[config.mk]
export PLATFORM = sky130hd
export DESIGN_NAME = trial_division_factorizer
export DESIGN_NICKNAME = d
export VERILOG_FILES = /design/src/hw/rtl/tdf_pkg.sv /design/src/hw/rtl/tdf_div_pipe.sv /design/src/hw/rtl/tdf_datapath.sv /design/src/hw/rtl/tdf_ctrl.sv /design/src/hw/rtl/trial_division_factorizer.sv
export SDC_FILE = /design/constraint.sdc
export NUM_CORES = 2
export LEC_CHECK = 0
export BUFFER_PORTS_ARGS = -buffer_cell sky130_fd_sc_hd__buf_2
export CORE_ASPECT_RATIO = 1.75
export CORE_MARGIN = 3
export CORE_UTILIZATION = 58
export DETAILED_ROUTE_END_ITERATION = 8
export HOLD_SLACK_MARGIN = 0.02
export PLACE_DENSITY = 0.74
export SLEW_MARGIN = 20
export SYNTH_ARGS = -nofsm -noshare
export SYNTH_HDL_FRONTEND = slang
export SYNTH_HIERARCHICAL = 1
export SYNTH_SLANG_ARGS = --single-unit
export TNS_END_PERCENT = 20
[constraint.sdc]
create_clock -name aclk -period 641.6 [get_ports aclk]
set_clock_uncertainty 0.1 [all_clocks]
set_input_delay 64.16 -clock aclk [delete_from_list [all_inputs] [get_ports aclk]]
set_output_delay 64.16 -clock aclk [all_outputs]
set_load 0.01 [all_outputs]
[src/hw/rtl/tdf_pkg.sv]
package tdf_pkg;

    localparam int VALUE_BITS = 31;
    localparam int DIV_BITS = (VALUE_BITS + 1) / 2 + 1;
    localparam int SQ_BITS = 2 * DIV_BITS;
    localparam int S_TDATA_BITS = ((VALUE_BITS + 7) / 8) * 8;
    localparam int M_TDATA_BITS = ((VALUE_BITS + 7) / 8) * 8;
    localparam int M_TUSER_BITS = 2;

    typedef enum logic [2:0] {
        ST_IDLE,
        ST_EVEN,
        ST_TRIAL,
        ST_TAIL,
        ST_FINISH
    } state_t;

    typedef struct packed {
        logic load;
        logic halve;
        logic start_odd;
        logic step;
        logic take_hit;
        logic push_rem;
        logic finish;
    } cmd_t;

    typedef struct packed {
        logic n_zero;
        logic n_even;
        logic n_gt2;
        logic issue_ok;
        logic busy;
        logic hit;
        logic push_ok;
        logic out_free;
    } status_t;

    typedef struct packed {
        logic [DIV_BITS-1:0]   rem;
        logic [VALUE_BITS-1:0] q;
        logic [DIV_BITS-1:0]   d;
        logic [SQ_BITS-1:0]    sq;
    } div_stage_t;

endpackage

[src/hw/rtl/tdf_div_pipe.sv]
module tdf_div_pipe (
    input  logic                            aclk,
    input  logic                            aresetn,
    input  logic                            advance,
    input  logic                            flush,
    input  logic                            in_valid,
    input  logic [tdf_pkg::VALUE_BITS-1:0]  in_n,
    input  logic [tdf_pkg::DIV_BITS-1:0]    in_d,
    input  logic [tdf_pkg::SQ_BITS-1:0]     in_sq,
    output logic                            out_valid,
    output logic                            out_rem_zero,
    output logic [tdf_pkg::VALUE_BITS-1:0]  out_q,
    output logic [tdf_pkg::DIV_BITS-1:0]    out_d,
    output logic [tdf_pkg::SQ_BITS-1:0]     out_sq,
    output logic                            busy
);

    localparam int W = tdf_pkg::VALUE_BITS;
    localparam int DW = tdf_pkg::DIV_BITS;

    // One quotient bit per stage of a restoring division.
    function automatic tdf_pkg::div_stage_t div_step(input tdf_pkg::div_stage_t s);
        logic [DW:0]          r_sh;
        tdf_pkg::div_stage_t o;
        o = s;
        r_sh = {s.rem, s.q[W-1]};
        o.q = {s.q[W-2:0], 1'b0};
        if (r_sh >= {1'b0, s.d}) begin
            o.rem = DW'(r_sh - {1'b0, s.d});
            o.q[0] = 1'b1;
        end else begin
            o.rem = r_sh[DW-1:0];
        end
        return o;
    endfunction

    tdf_pkg::div_stage_t stage_reg [W];
    tdf_pkg::div_stage_t stage_next [W];
    tdf_pkg::div_stage_t first_in;
    logic [W-1:0]        valid_reg;
    logic [W-1:0]        valid_next;

    always_comb begin
        first_in.rem = '0;
        first_in.q = in_n;
        first_in.d = in_d;
        first_in.sq = in_sq;
        stage_next[0] = div_step(first_in);
        for (int k = 1; k < W; k++) begin
            stage_next[k] = div_step(stage_reg[k-1]);
        end
    end

    always_comb begin
        valid_next = valid_reg;
        if (flush) begin
            valid_next = '0;
        end else if (advance) begin
            valid_next = {valid_reg[W-2:0], in_valid};
        end
    end

    always_ff @(posedge aclk) begin
        if (!aresetn) begin
            valid_reg <= '0;
        end else begin
            valid_reg <= valid_next;
        end
    end

    always_ff @(posedge aclk) begin
        if (advance) begin
            for (int k = 0; k < W; k++) begin
                stage_reg[k] <= stage_next[k];
            end
        end
    end

    assign out_valid = valid_reg[W-1];
    assign out_rem_zero = (stage_reg[W-1].rem == '0);
    assign out_q = stage_reg[W-1].q;
    assign out_d = stage_reg[W-1].d;
    assign out_sq = stage_reg[W-1].sq;
    assign busy = |valid_reg;

endmodule

[src/hw/rtl/tdf_datapath.sv]
module tdf_datapath (
    input  logic                               aclk,
    input  logic                               aresetn,
    input  tdf_pkg::cmd_t                      cmd,
    output tdf_pkg::status_t                   status,
    input  logic [tdf_pkg::VALUE_BITS-1:0]     in_value,
    output logic                               m_tvalid,
    input  logic                               m_tready,
    output logic [tdf_pkg::M_TDATA_BITS-1:0]   m_tdata,
    output logic [tdf_pkg::M_TUSER_BITS-1:0]   m_tuser,
    output logic                               m_tlast
);

    localparam int W = tdf_pkg::VALUE_BITS;
    localparam int DW = tdf_pkg::DIV_BITS;
    localparam int SQW = tdf_pkg::SQ_BITS;

    logic [W-1:0]   n_reg, n_next;
    logic [DW-1:0]  d_reg, d_next;
    logic [SQW-1:0] sq_reg, sq_next;
    logic           zero_reg, zero_next;
    logic           pend_valid_reg, pend_valid_next;
    logic [W-1:0]   pend_factor_reg, pend_factor_next;
    logic           m_valid_reg, m_valid_next;
    logic [W-1:0]   m_factor_reg, m_factor_next;
    logic           m_has_reg, m_has_next;
    logic           m_zero_reg, m_zero_next;
    logic           m_last_reg, m_last_next;

    logic           issue_ok;
    logic           issue;
    logic           push_en;
    logic [W-1:0]   push_val;
    logic           out_free;
    logic           hit;
    logic           div_valid;
    logic           div_rem_zero;
    logic [W-1:0]   div_q;
    logic [DW-1:0]  div_d;
    logic [SQW-1:0] div_sq;
    logic           div_busy;

    assign issue_ok = (sq_reg <= SQW'(n_reg));
    assign issue = cmd.step && issue_ok;
    assign out_free = !m_valid_reg || m_tready;
    assign hit = div_valid && div_rem_zero;
    assign push_en = cmd.halve || cmd.take_hit || cmd.push_rem;

    tdf_div_pipe u_div (
        .aclk         (aclk),
        .aresetn      (aresetn),
        .advance      (cmd.step),
        .flush        (cmd.take_hit || cmd.start_odd),
        .in_valid     (issue),
        .in_n         (n_reg),
        .in_d         (d_reg),
        .in_sq        (sq_reg),
        .out_valid    (div_valid),
        .out_rem_zero (div_rem_zero),
        .out_q        (div_q),
        .out_d        (div_d),
        .out_sq       (div_sq),
        .busy         (div_busy)
    );

    always_comb begin
        if (cmd.halve) begin
            push_val = W'(2);
        end else if (cmd.take_hit) begin
            push_val = W'(div_d);
        end else begin
            push_val = n_reg;
        end
    end

    always_comb begin
        n_next = n_reg;
        d_next = d_reg;
        sq_next = sq_reg;
        zero_next = zero_reg;
        if (cmd.load) begin
            n_next = in_value;
            zero_next = (in_value == '0);
        end else if (cmd.halve) begin
            n_next = {1'b0, n_reg[W-1:1]};
        end else if (cmd.take_hit) begin
            n_next = div_q;
        end
        if (cmd.start_odd) begin
            d_next = DW'(3);
            sq_next = SQW'(9);
        end else if (cmd.take_hit) begin
            d_next = div_d;
            sq_next = div_sq;
        end else if (issue) begin
            d_next = d_reg + DW'(2);
            sq_next = sq_reg + SQW'({d_reg, 2'b00}) + SQW'(4);
        end
    end

    always_comb begin
        pend_valid_next = pend_valid_reg;
        pend_factor_next = pend_factor_reg;
        m_valid_next = m_valid_reg;
        m_factor_next = m_factor_reg;
        m_has_next = m_has_reg;
        m_zero_next = m_zero_reg;
        m_last_next = m_last_reg;
        if (m_tready) begin
            m_valid_next = 1'b0;
        end
        if (cmd.load || cmd.finish) begin
            pend_valid_next = 1'b0;
        end else if (push_en) begin
            pend_valid_next = 1'b1;
            pend_factor_next = push_val;
        end
        if (push_en && pend_valid_reg) begin
            m_valid_next = 1'b1;
            m_factor_next = pend_factor_reg;
            m_has_next = 1'b1;
            m_zero_next = 1'b0;
            m_last_next = 1'b0;
        end else if (cmd.finish) begin
            m_valid_next = 1'b1;
            m_last_next = 1'b1;
            if (pend_valid_reg) begin
                m_factor_next = pend_factor_reg;
                m_has_next = 1'b1;
                m_zero_next = 1'b0;
            end else begin
                m_factor_next = '0;
                m_has_next = 1'b0;
                m_zero_next = zero_reg;
            end
        end
    end

    always_ff @(posedge aclk) begin
        if (!aresetn) begin
            pend_valid_reg <= 1'b0;
            m_valid_reg <= 1'b0;
        end else begin
            pend_valid_reg <= pend_valid_next;
            m_valid_reg <= m_valid_next;
        end
    end

    always_ff @(posedge aclk) begin
        n_reg <= n_next;
        d_reg <= d_next;
        sq_reg <= sq_next;
        zero_reg <= zero_next;
        pend_factor_reg <= pend_factor_next;
        m_factor_reg <= m_factor_next;
        m_has_reg <= m_has_next;
        m_zero_reg <= m_zero_next;
        m_last_reg <= m_last_next;
    end

    always_comb begin
        status.n_zero = (n_reg == '0);
        status.n_even = !n_reg[0];
        status.n_gt2 = (n_reg > W'(2));
        status.issue_ok = issue_ok;
        status.busy = div_busy;
        status.hit = hit;
        status.push_ok = !pend_valid_reg || out_free;
        status.out_free = out_free;
    end

    assign m_tvalid = m_valid_reg;
    assign m_tdata = tdf_pkg::M_TDATA_BITS'(m_factor_reg);
    assign m_tuser = {m_zero_reg, m_has_reg};
    assign m_tlast = m_last_reg;

endmodule

[src/hw/rtl/tdf_ctrl.sv]
module tdf_ctrl (
    input  logic             aclk,
    input  logic             aresetn,
    input  logic             s_tvalid,
    output logic             s_tready,
    input  tdf_pkg::status_t status,
    output tdf_pkg::cmd_t    cmd
);

    tdf_pkg::state_t state_reg, state_next;

    always_ff @(posedge aclk) begin
        if (!aresetn) begin
            state_reg <= tdf_pkg::ST_IDLE;
        end else begin
            state_reg <= state_next;
        end
    end

    always_comb begin
        state_next = state_reg;
        cmd = '0;
        s_tready = 1'b0;
        unique case (state_reg)
            tdf_pkg::ST_IDLE: begin
                s_tready = 1'b1;
                if (s_tvalid) begin
                    cmd.load = 1'b1;
                    state_next = tdf_pkg::ST_EVEN;
                end
            end
            tdf_pkg::ST_EVEN: begin
                if (status.n_zero) begin
                    state_next = tdf_pkg::ST_FINISH;
                end else if (status.n_even) begin
                    cmd.halve = status.push_ok;
                end else begin
                    cmd.start_odd = 1'b1;
                    state_next = tdf_pkg::ST_TRIAL;
                end
            end
            tdf_pkg::ST_TRIAL: begin
                if (status.hit) begin
                    cmd.take_hit = status.push_ok;
                end else if (!status.issue_ok && !status.busy) begin
                    state_next = tdf_pkg::ST_TAIL;
                end else begin
                    cmd.step = 1'b1;
                end
            end
            tdf_pkg::ST_TAIL: begin
                if (!status.n_gt2) begin
                    state_next = tdf_pkg::ST_FINISH;
                end else if (status.push_ok) begin
                    cmd.push_rem = 1'b1;
                    state_next = tdf_pkg::ST_FINISH;
                end
            end
            tdf_pkg::ST_FINISH: begin
                if (status.out_free) begin
                    cmd.finish = 1'b1;
                    state_next = tdf_pkg::ST_IDLE;
                end
            end
            default: begin
                state_next = tdf_pkg::ST_IDLE;
            end
        endcase
    end

endmodule

[src/hw/rtl/trial_division_factorizer.sv]
// Prime factorizer by trial division. The slave channel takes one non-negative
// integer per transaction, and the master channel returns its prime factors in
// ascending order, with repeats, one factor per transaction; m_tlast marks the
// final one. An input of zero or one returns a single transaction with no
// factor, and zero also sets the zero-input flag.
// One input is worked on at a time; s_tready is high only while the block is
// idle. Factors of two are removed first by halving. Odd divisors from 3 up
// are fed into a pipelined restoring divider at one per cycle, unless a found
// factor waits on the output, while the divisor squared is at most the
// remaining value. Each odd factor found flushes the divider and restarts the
// search at that divisor; the search ends once the divider has drained.
// The last factor is held back one step so that it can carry m_tlast, and the
// output register lets the next input be taken while the final transaction
// still waits. When the receiver stalls, the divider pipeline freezes as soon
// as a new factor has nowhere to go, and resumes without loss.
// Reset (aresetn low, synchronous) returns the block to idle and drops any
// result that was not yet delivered.
module trial_division_factorizer (
    input  logic                               aclk,
    input  logic                               aresetn,
    input  logic                               s_tvalid,
    output logic                               s_tready,
    input  logic [tdf_pkg::S_TDATA_BITS-1:0]   s_tdata,  // value, then zero padding
    output logic                               m_tvalid,
    input  logic                               m_tready,
    output logic [tdf_pkg::M_TDATA_BITS-1:0]   m_tdata,  // factor, then zero padding
    output logic [tdf_pkg::M_TUSER_BITS-1:0]   m_tuser,  // bit 1 zero_input, bit 0 has_factor
    output logic                               m_tlast
);

    tdf_pkg::cmd_t    cmd;
    tdf_pkg::status_t status;

    tdf_ctrl u_ctrl (
        .aclk     (aclk),
        .aresetn  (aresetn),
        .s_tvalid (s_tvalid),
        .s_tready (s_tready),
        .status   (status),
        .cmd      (cmd)
    );

    tdf_datapath u_datapath (
        .aclk     (aclk),
        .aresetn  (aresetn),
        .cmd      (cmd),
        .status   (status),
        .in_value (s_tdata[tdf_pkg::VALUE_BITS-1:0]),
        .m_tvalid (m_tvalid),
        .m_tready (m_tready),
        .m_tdata  (m_tdata),
        .m_tuser  (m_tuser),
        .m_tlast  (m_tlast)
    );

endmodule
# Word-level counts from Yosys, hierarchy flattened
# Memory sizes are Yosys's and may differ from the RTL's.
# Cells that the tools add are included.
[word_totals] reg_bits=184 mem_bits_rw=3069 inputBits=36 output_inout_bits=37 wordCells=227 memories=1
[classes] n_addsub=34 n_lt_le_gt_ge=33 eq_ne=10 n_mux=105 n_bitwise=2 n_reduce_logical=28
[mem_list] memory="u_datapath.u_div.stage_reg" depth=31 width=99 rd=31 rd_clocked_by_memory_dff=0 write_ports=31 line="tdf_div_pipe.sv:37" text="tdf_pkg::div_stage_t stage_reg [W];"
[op_table] op="17-bit 2-to-1 mux" count=34
[op_table] op="18-bit by 17-bit greater-or-equal comparator with 1-bit output" count=30
[op_table] op="17-bit subtractor" count=30
[op_table] op="31-bit 2-to-1 mux" count=6
[op_table] op="34-bit 2-to-1 mux" count=2
[op_table] op="31-bit zero test" count=2
[op_table] op="1-bit 2-to-1 mux" count=51
[op_table] op="34-bit by 19-bit adder with 34-bit output" count=1
[op_table] op="34-bit by 3-bit adder with 34-bit output, second input constant" count=1
[op_table] op="34-bit by 31-bit less-or-equal comparator with 1-bit output" count=1
[op_table] op="31-bit by 2-bit greater-than comparator with 1-bit output, second input constant" count=1
[op_table] op="31-bit OR reduction" count=1
[op_table] op="3-bit 2-to-1 mux" count=8
[op_table] op="17-bit by 2-bit adder with 17-bit output, second input constant" count=1
[op_table] op="1-bit by 17-bit greater-or-equal comparator with 1-bit output" count=1
[op_table] op="17-bit zero test" count=1
[op_table] op="1-bit by 17-bit subtractor with 17-bit output" count=1
[op_table] op="3-bit one-hot mux with 5 select lines" count=1
[op_table] op="3-bit by 2-bit == test with 1-bit output, second input constant" count=2
[op_table] op="1-bit logical OR" count=6
[op_table] op="2-bit 2-to-1 mux" count=3
[op_table] op="6-bit AND reduction" count=1
[op_table] op="3-bit nonzero test" count=2
[op_table] op="2-bit OR reduction" count=3
[op_table] op="other kinds (12)" count=22

# Logic depth before layout (Yosys ltp)
[logic_depth] depth_word=10 ltp_mapped=17 mapped_depth_nobuf=13

# Cells and area by module
# The synthesis kept the hierarchy.
[by_module_without_submodules] module="tdf_div_pipe" instances=1 cells_per_inst=7891 area_per_inst_um2=124709.6 seq_area_each_um2=92779.0
[by_module_without_submodules] module="tdf_datapath" instances=1 cells_per_inst=924 area_per_inst_um2=8893.5 seq_area_each_um2=3943.8
[by_module_without_submodules] module="tdf_ctrl" instances=1 cells_per_inst=33 area_per_inst_um2=259.0 seq_area_each_um2=60.1

# Worst setup path after synthesis
# Ideal clock, no wire load.
[synth_timing] kind="register -> register" startpoint="register u_ctrl.state_reg[0]" endpoint="register u_datapath.sq_reg[28]" setup_time_ns=0.128 arrival_time_ns=337.207 required_ns=641.372 slack_ns=304.164 path_stages_with_launch=7 path_buffers=1 synth_period_minus_slack_ns=337.436 cell_sequence="dfxtp_1 > buf_2 > nor4_1 > nand4_1 > nor4_4 > a2111oi_1 > or3_1"
[synth_lines] element="from (decl)" line="tdf_ctrl.sv:10" text="tdf_pkg::state_t state_reg, state_next;"
[synth_lines] element="from (signal assigned)" line="tdf_ctrl.sv:14" text="state_reg <= tdf_pkg::ST_IDLE;"
[synth_lines] element="from (signal assigned)" line="tdf_ctrl.sv:16" text="state_reg <= state_next;"
[synth_lines] element="to (signal assigned)" line="tdf_datapath.sv:152" text="sq_reg <= sq_next;"
[synth_lines] element="to (decl)" line="tdf_datapath.sv:20" text="logic [SQW-1:0] sq_reg, sq_next;"

==> results_dict.tcl <==
set metrics [dict create \
    dp_cells 11800 \
    hp-class "reg -> reg" \
    path_class "in -> reg" \
    antenna_found_initial 6 \
    power_density_nw_per_um2 3.07 \
    port_buffers 70 \
    setup_tns_ps 0 \
    overflow 0 \
    top_layer "met4" \
    pwr-share-comb_pct 6.2 \
    first_iter_violations 5835 \
    post_cts_resized 0 \
    start_kind "primary input" \
    layoutNonFillerInstCount 12300 \
    synth_top_cell_area_share_pct 71.0 \
    fin_crit_sh_pct 10.3 \
    wl_per_cell_um 22.0 \
    syn_to_final_growth_pct 9.87 \
    power.share.switching_pct 22.1 \
    r2r_start "u_datapath/n_reg[21]$_DFFE_PP_" \
    synth_cell_types 98 \
    drtAntennaViolNets 0 \
    r2r_setup_slack_ps 632980 \
    numCtsBuffers 292 \
    nets 9689 \
    syn_nets 9493 \
    yosys-top-cells-area "edfxtp_1, ha_1, o21ai_0, inv_1, a21oi_1" \
    cp_max_fo 65 \
    core_area_um2 229000 \
    rr_endpoint "u_datapath/u_div/stage_reg[0][1194]$_DFFE_PP_" \
    grt_pass1_vias 73500 \
    status "finished clean" \
    min_from "u_datapath/u_div/stage_reg[1][1242]$_DFFE_PP_" \
    ios 73 \
    ys_seq_area_share_pct 72.3 \
    root_buffer "clkbuf_16" \
    synth_edf_count 3163 \
    ys_ff_latch 3253 \
    syn_area_um2 134000 \
    hold_buffers 0 \
    vias 72400 \
    end_kind "flop" \
    largest_reg_flops 3069 \
    relSlewSlack_pct 25.7 \
    drive_above_1_share_pct 9.04 \
    p_switching_uw 99.8 \
    rsz0062_at_grt "false" \
    maxCapViolCount 0 \
    syn_inst 8848 \
    seqPwrFrac_pct 54.4 \
    place.gp.congestion 0.934 \
    hold_viol 0 \
    fillers 15500 \
    met3_length_mm 14.1 \
    routed_wl_mm 271 \
    synthFlopType "edfxtp_1" \
    yosysTopAreaCell "edfxtp_1" \
    htree_levels 5 \
    required_ps 642230 \
    cts_tree "done" \
    fmax_ghz 0.0151 \
    cts_num_sinks 3253 \
    clk_latency_ps 860 \
    async_flop_share_pct 0 \
    dieArea_um2 237000 \
    met1_length_mm 99.1 \
    fin_crit_ps 66340 \
    cp-startpoint "m_tready" \
    r2r_cells 16 \
    finalSetupViolCount 0 \
    cts_buffer_depth 4 \
    rows 232 \
    die_h_um 642 \
    leakage_nw 52.3 \
    fp.dieW_um 369 \
    pwr-share-clk_pct 39.3 \
    ys_warn_count 6 \
    final-max-slew-violation-count 0 \
    vias_per_cell 5.88 \
    grt_usage_pct 22.7 \
    clk_pin_slew_worst_paths_ps 70 \
    grt_max_degree 205 \
    internal_power_uw 352 \
    crit_arrival_ps 66970 \
    worst_slew_pin_slew_ps 1120 \
    endpoint "u_datapath/d_reg[14]$_SDFFE_PP0P_" \
    start_util_pct 58.4 \
    first_pass_iters 8 \
    drcViolationCount 0 \
    syn_area_per_cell_um2 15.1 \
    ir_worst_vdd_mv 0.00217 \
    hpwl_mm 175 \
    wl_met2_mm 141 \
    grt_pass1_wl_mm 414 \
    cts_setup_buffers 0 \
]
## cell usage after synthesis (20+ instances only)
master and count:
buf_4 91, mux2_2 187, inv_1 699, o31a_1 31, and2_1 49, a211o_1 26, nor3_1 82, edfxtp_1 3163
a311oi_1 26, and3_1 34, mux2i_1 96, nor2_1 388, nand3_1 85, a21o_1 178, nand2_1 563, ha_1 578
nand2b_1 98, a21boi_0 25, clkbuf_1 112, dfxtp_1 90, nor2b_1 61, o21a_1 86, xor2_1 181, buf_2 21
a31oi_1 48, o31ai_1 59, a21oi_1 456, xnor2_1 212, nor4_1 46, fa_1 31, or3_1 25, nand4_1 80
o21bai_1 41, o211ai_1 20, a211oi_1 66, o21ai_0 533
## worst max-delay path, cell delays in order
cell and delay (ps):
buf_2 100, nand3b_1 210, nand2_1 100, nor3_2 550, buf_4 460, inv_2 160
buf_4 370, and3_1 300, nand2_1 70, o21ai_0 100, or3_1 330
## cell usage in the layout (no fill, tap or decap), types with 34 or more instances in the layout
cell	count
edfxtp_1	3163
inv_1	697
ha_1	578
nand2_1	563
o21ai_0	533
a21oi_1	452
nor2_1	387
clkbuf_16	300
xnor2_1	212
mux2_2	187
xor2_1	181
a21o_1	178
nand2b_1	97
mux2i_1	96
dfxtp_1	90
o21a_1	86
nand3_1	85
nor3_1	81
nand4_1	80
buf_2	70
a211oi_1	64
buf_4	61
nor2b_1	61
o31ai_1	59
clkinv_1	49
and2_1	48
a31oi_1	46
clkbuf_1	45
nor4_1	42
o21bai_1	41
clkinv_2	40
bufinv_16	35
and3_1	34
## through the flow
step	util, %	hold WS (ps)	power [mW]	instance area [µm²]	worst slack [ps]
final	64.2	281	0.452	147000	575260
after global routing	64.2	296	0.467	147000	575190
after CTS	64.2	292	0.456	147000	575360
after detailed placement	60.0	305	0.278	137000	574500
after global placement	60.0	301	0.277	137000	574570
after floorplan	-	300	0.347	134000	304160
## layout make-up
class / instances / area (µm²) / share of cell area, %
clock inverter: 165 / 1880 / 1.28
clock buffer: 348 / 7720 / 5.25
antenna: 2 / 5.00 / 0.00340
inverter: 702 / 2640 / 1.79
tap: 3042 / 3810 / 2.59
timing repair buffer: 141 / 990 / 0.673
sequential: 3253 / 96800 / 65.8
multi-input combinational: 4654 / 33300 / 22.6
## how the worst min path moves through the flow
| stage | to | cells past startpoint |
|---|---|---|
| 5_1_grt | u_datapath/u_div/stage_reg[1][1342]$_DFFE_PP_ | 0 |
| 2_1_floorplan | u_datapath/u_div/stage_reg[0][1000]$_DFFE_PP_ | 0 |
| 3_5_place_dp | u_datapath/u_div/stage_reg[0][1018]$_DFFE_PP_ | 0 |
| 4_1_cts | u_datapath/u_div/stage_reg[0][657]$_DFFE_PP_ | 0 |
| 3_3_place_gp | u_datapath/u_div/stage_reg[1][1355]$_DFFE_PP_ | 0 |
| 6_report | u_datapath/u_div/stage_reg[1][1342]$_DFFE_PP_ | 0 |
## metal layers
metal  track usage, %  vias to the layer above
li1                 -                    33400
met1             26.1                    35900
met2             40.3                     2260
met3             3.37                      811
met4             12.9                        0
met5                0                        -
## logic make-up after synthesis
| kind of cell | after synthesis | share of synthesized area [%] |
|---|---|---|
| AOI/OAI and AO/OA | 1761 | 8.27 |
| DFF | 3253 | 72.3 |
| xor gates and xnor gates | 393 | 2.57 |
| other | 1 | 0.00280 |
| muxes | 292 | 2.39 |
| buffers and inverters | 941 | 2.95 |
| adders and majority gates | 609 | 5.87 |
| and+or+nand+nor | 1598 | 5.65 |
## power groups by stage
stage                     clock (mW)  sequential [mW]  combinational, mW
after floorplan                    0            0.326             0.0211
after global placement             0            0.250             0.0264
after detailed placement           0            0.250             0.0275
after CTS                      0.182            0.246             0.0278
after global routing           0.190            0.246             0.0309
final                          0.178            0.246             0.0281
Power figures use the tool's default switching activity.
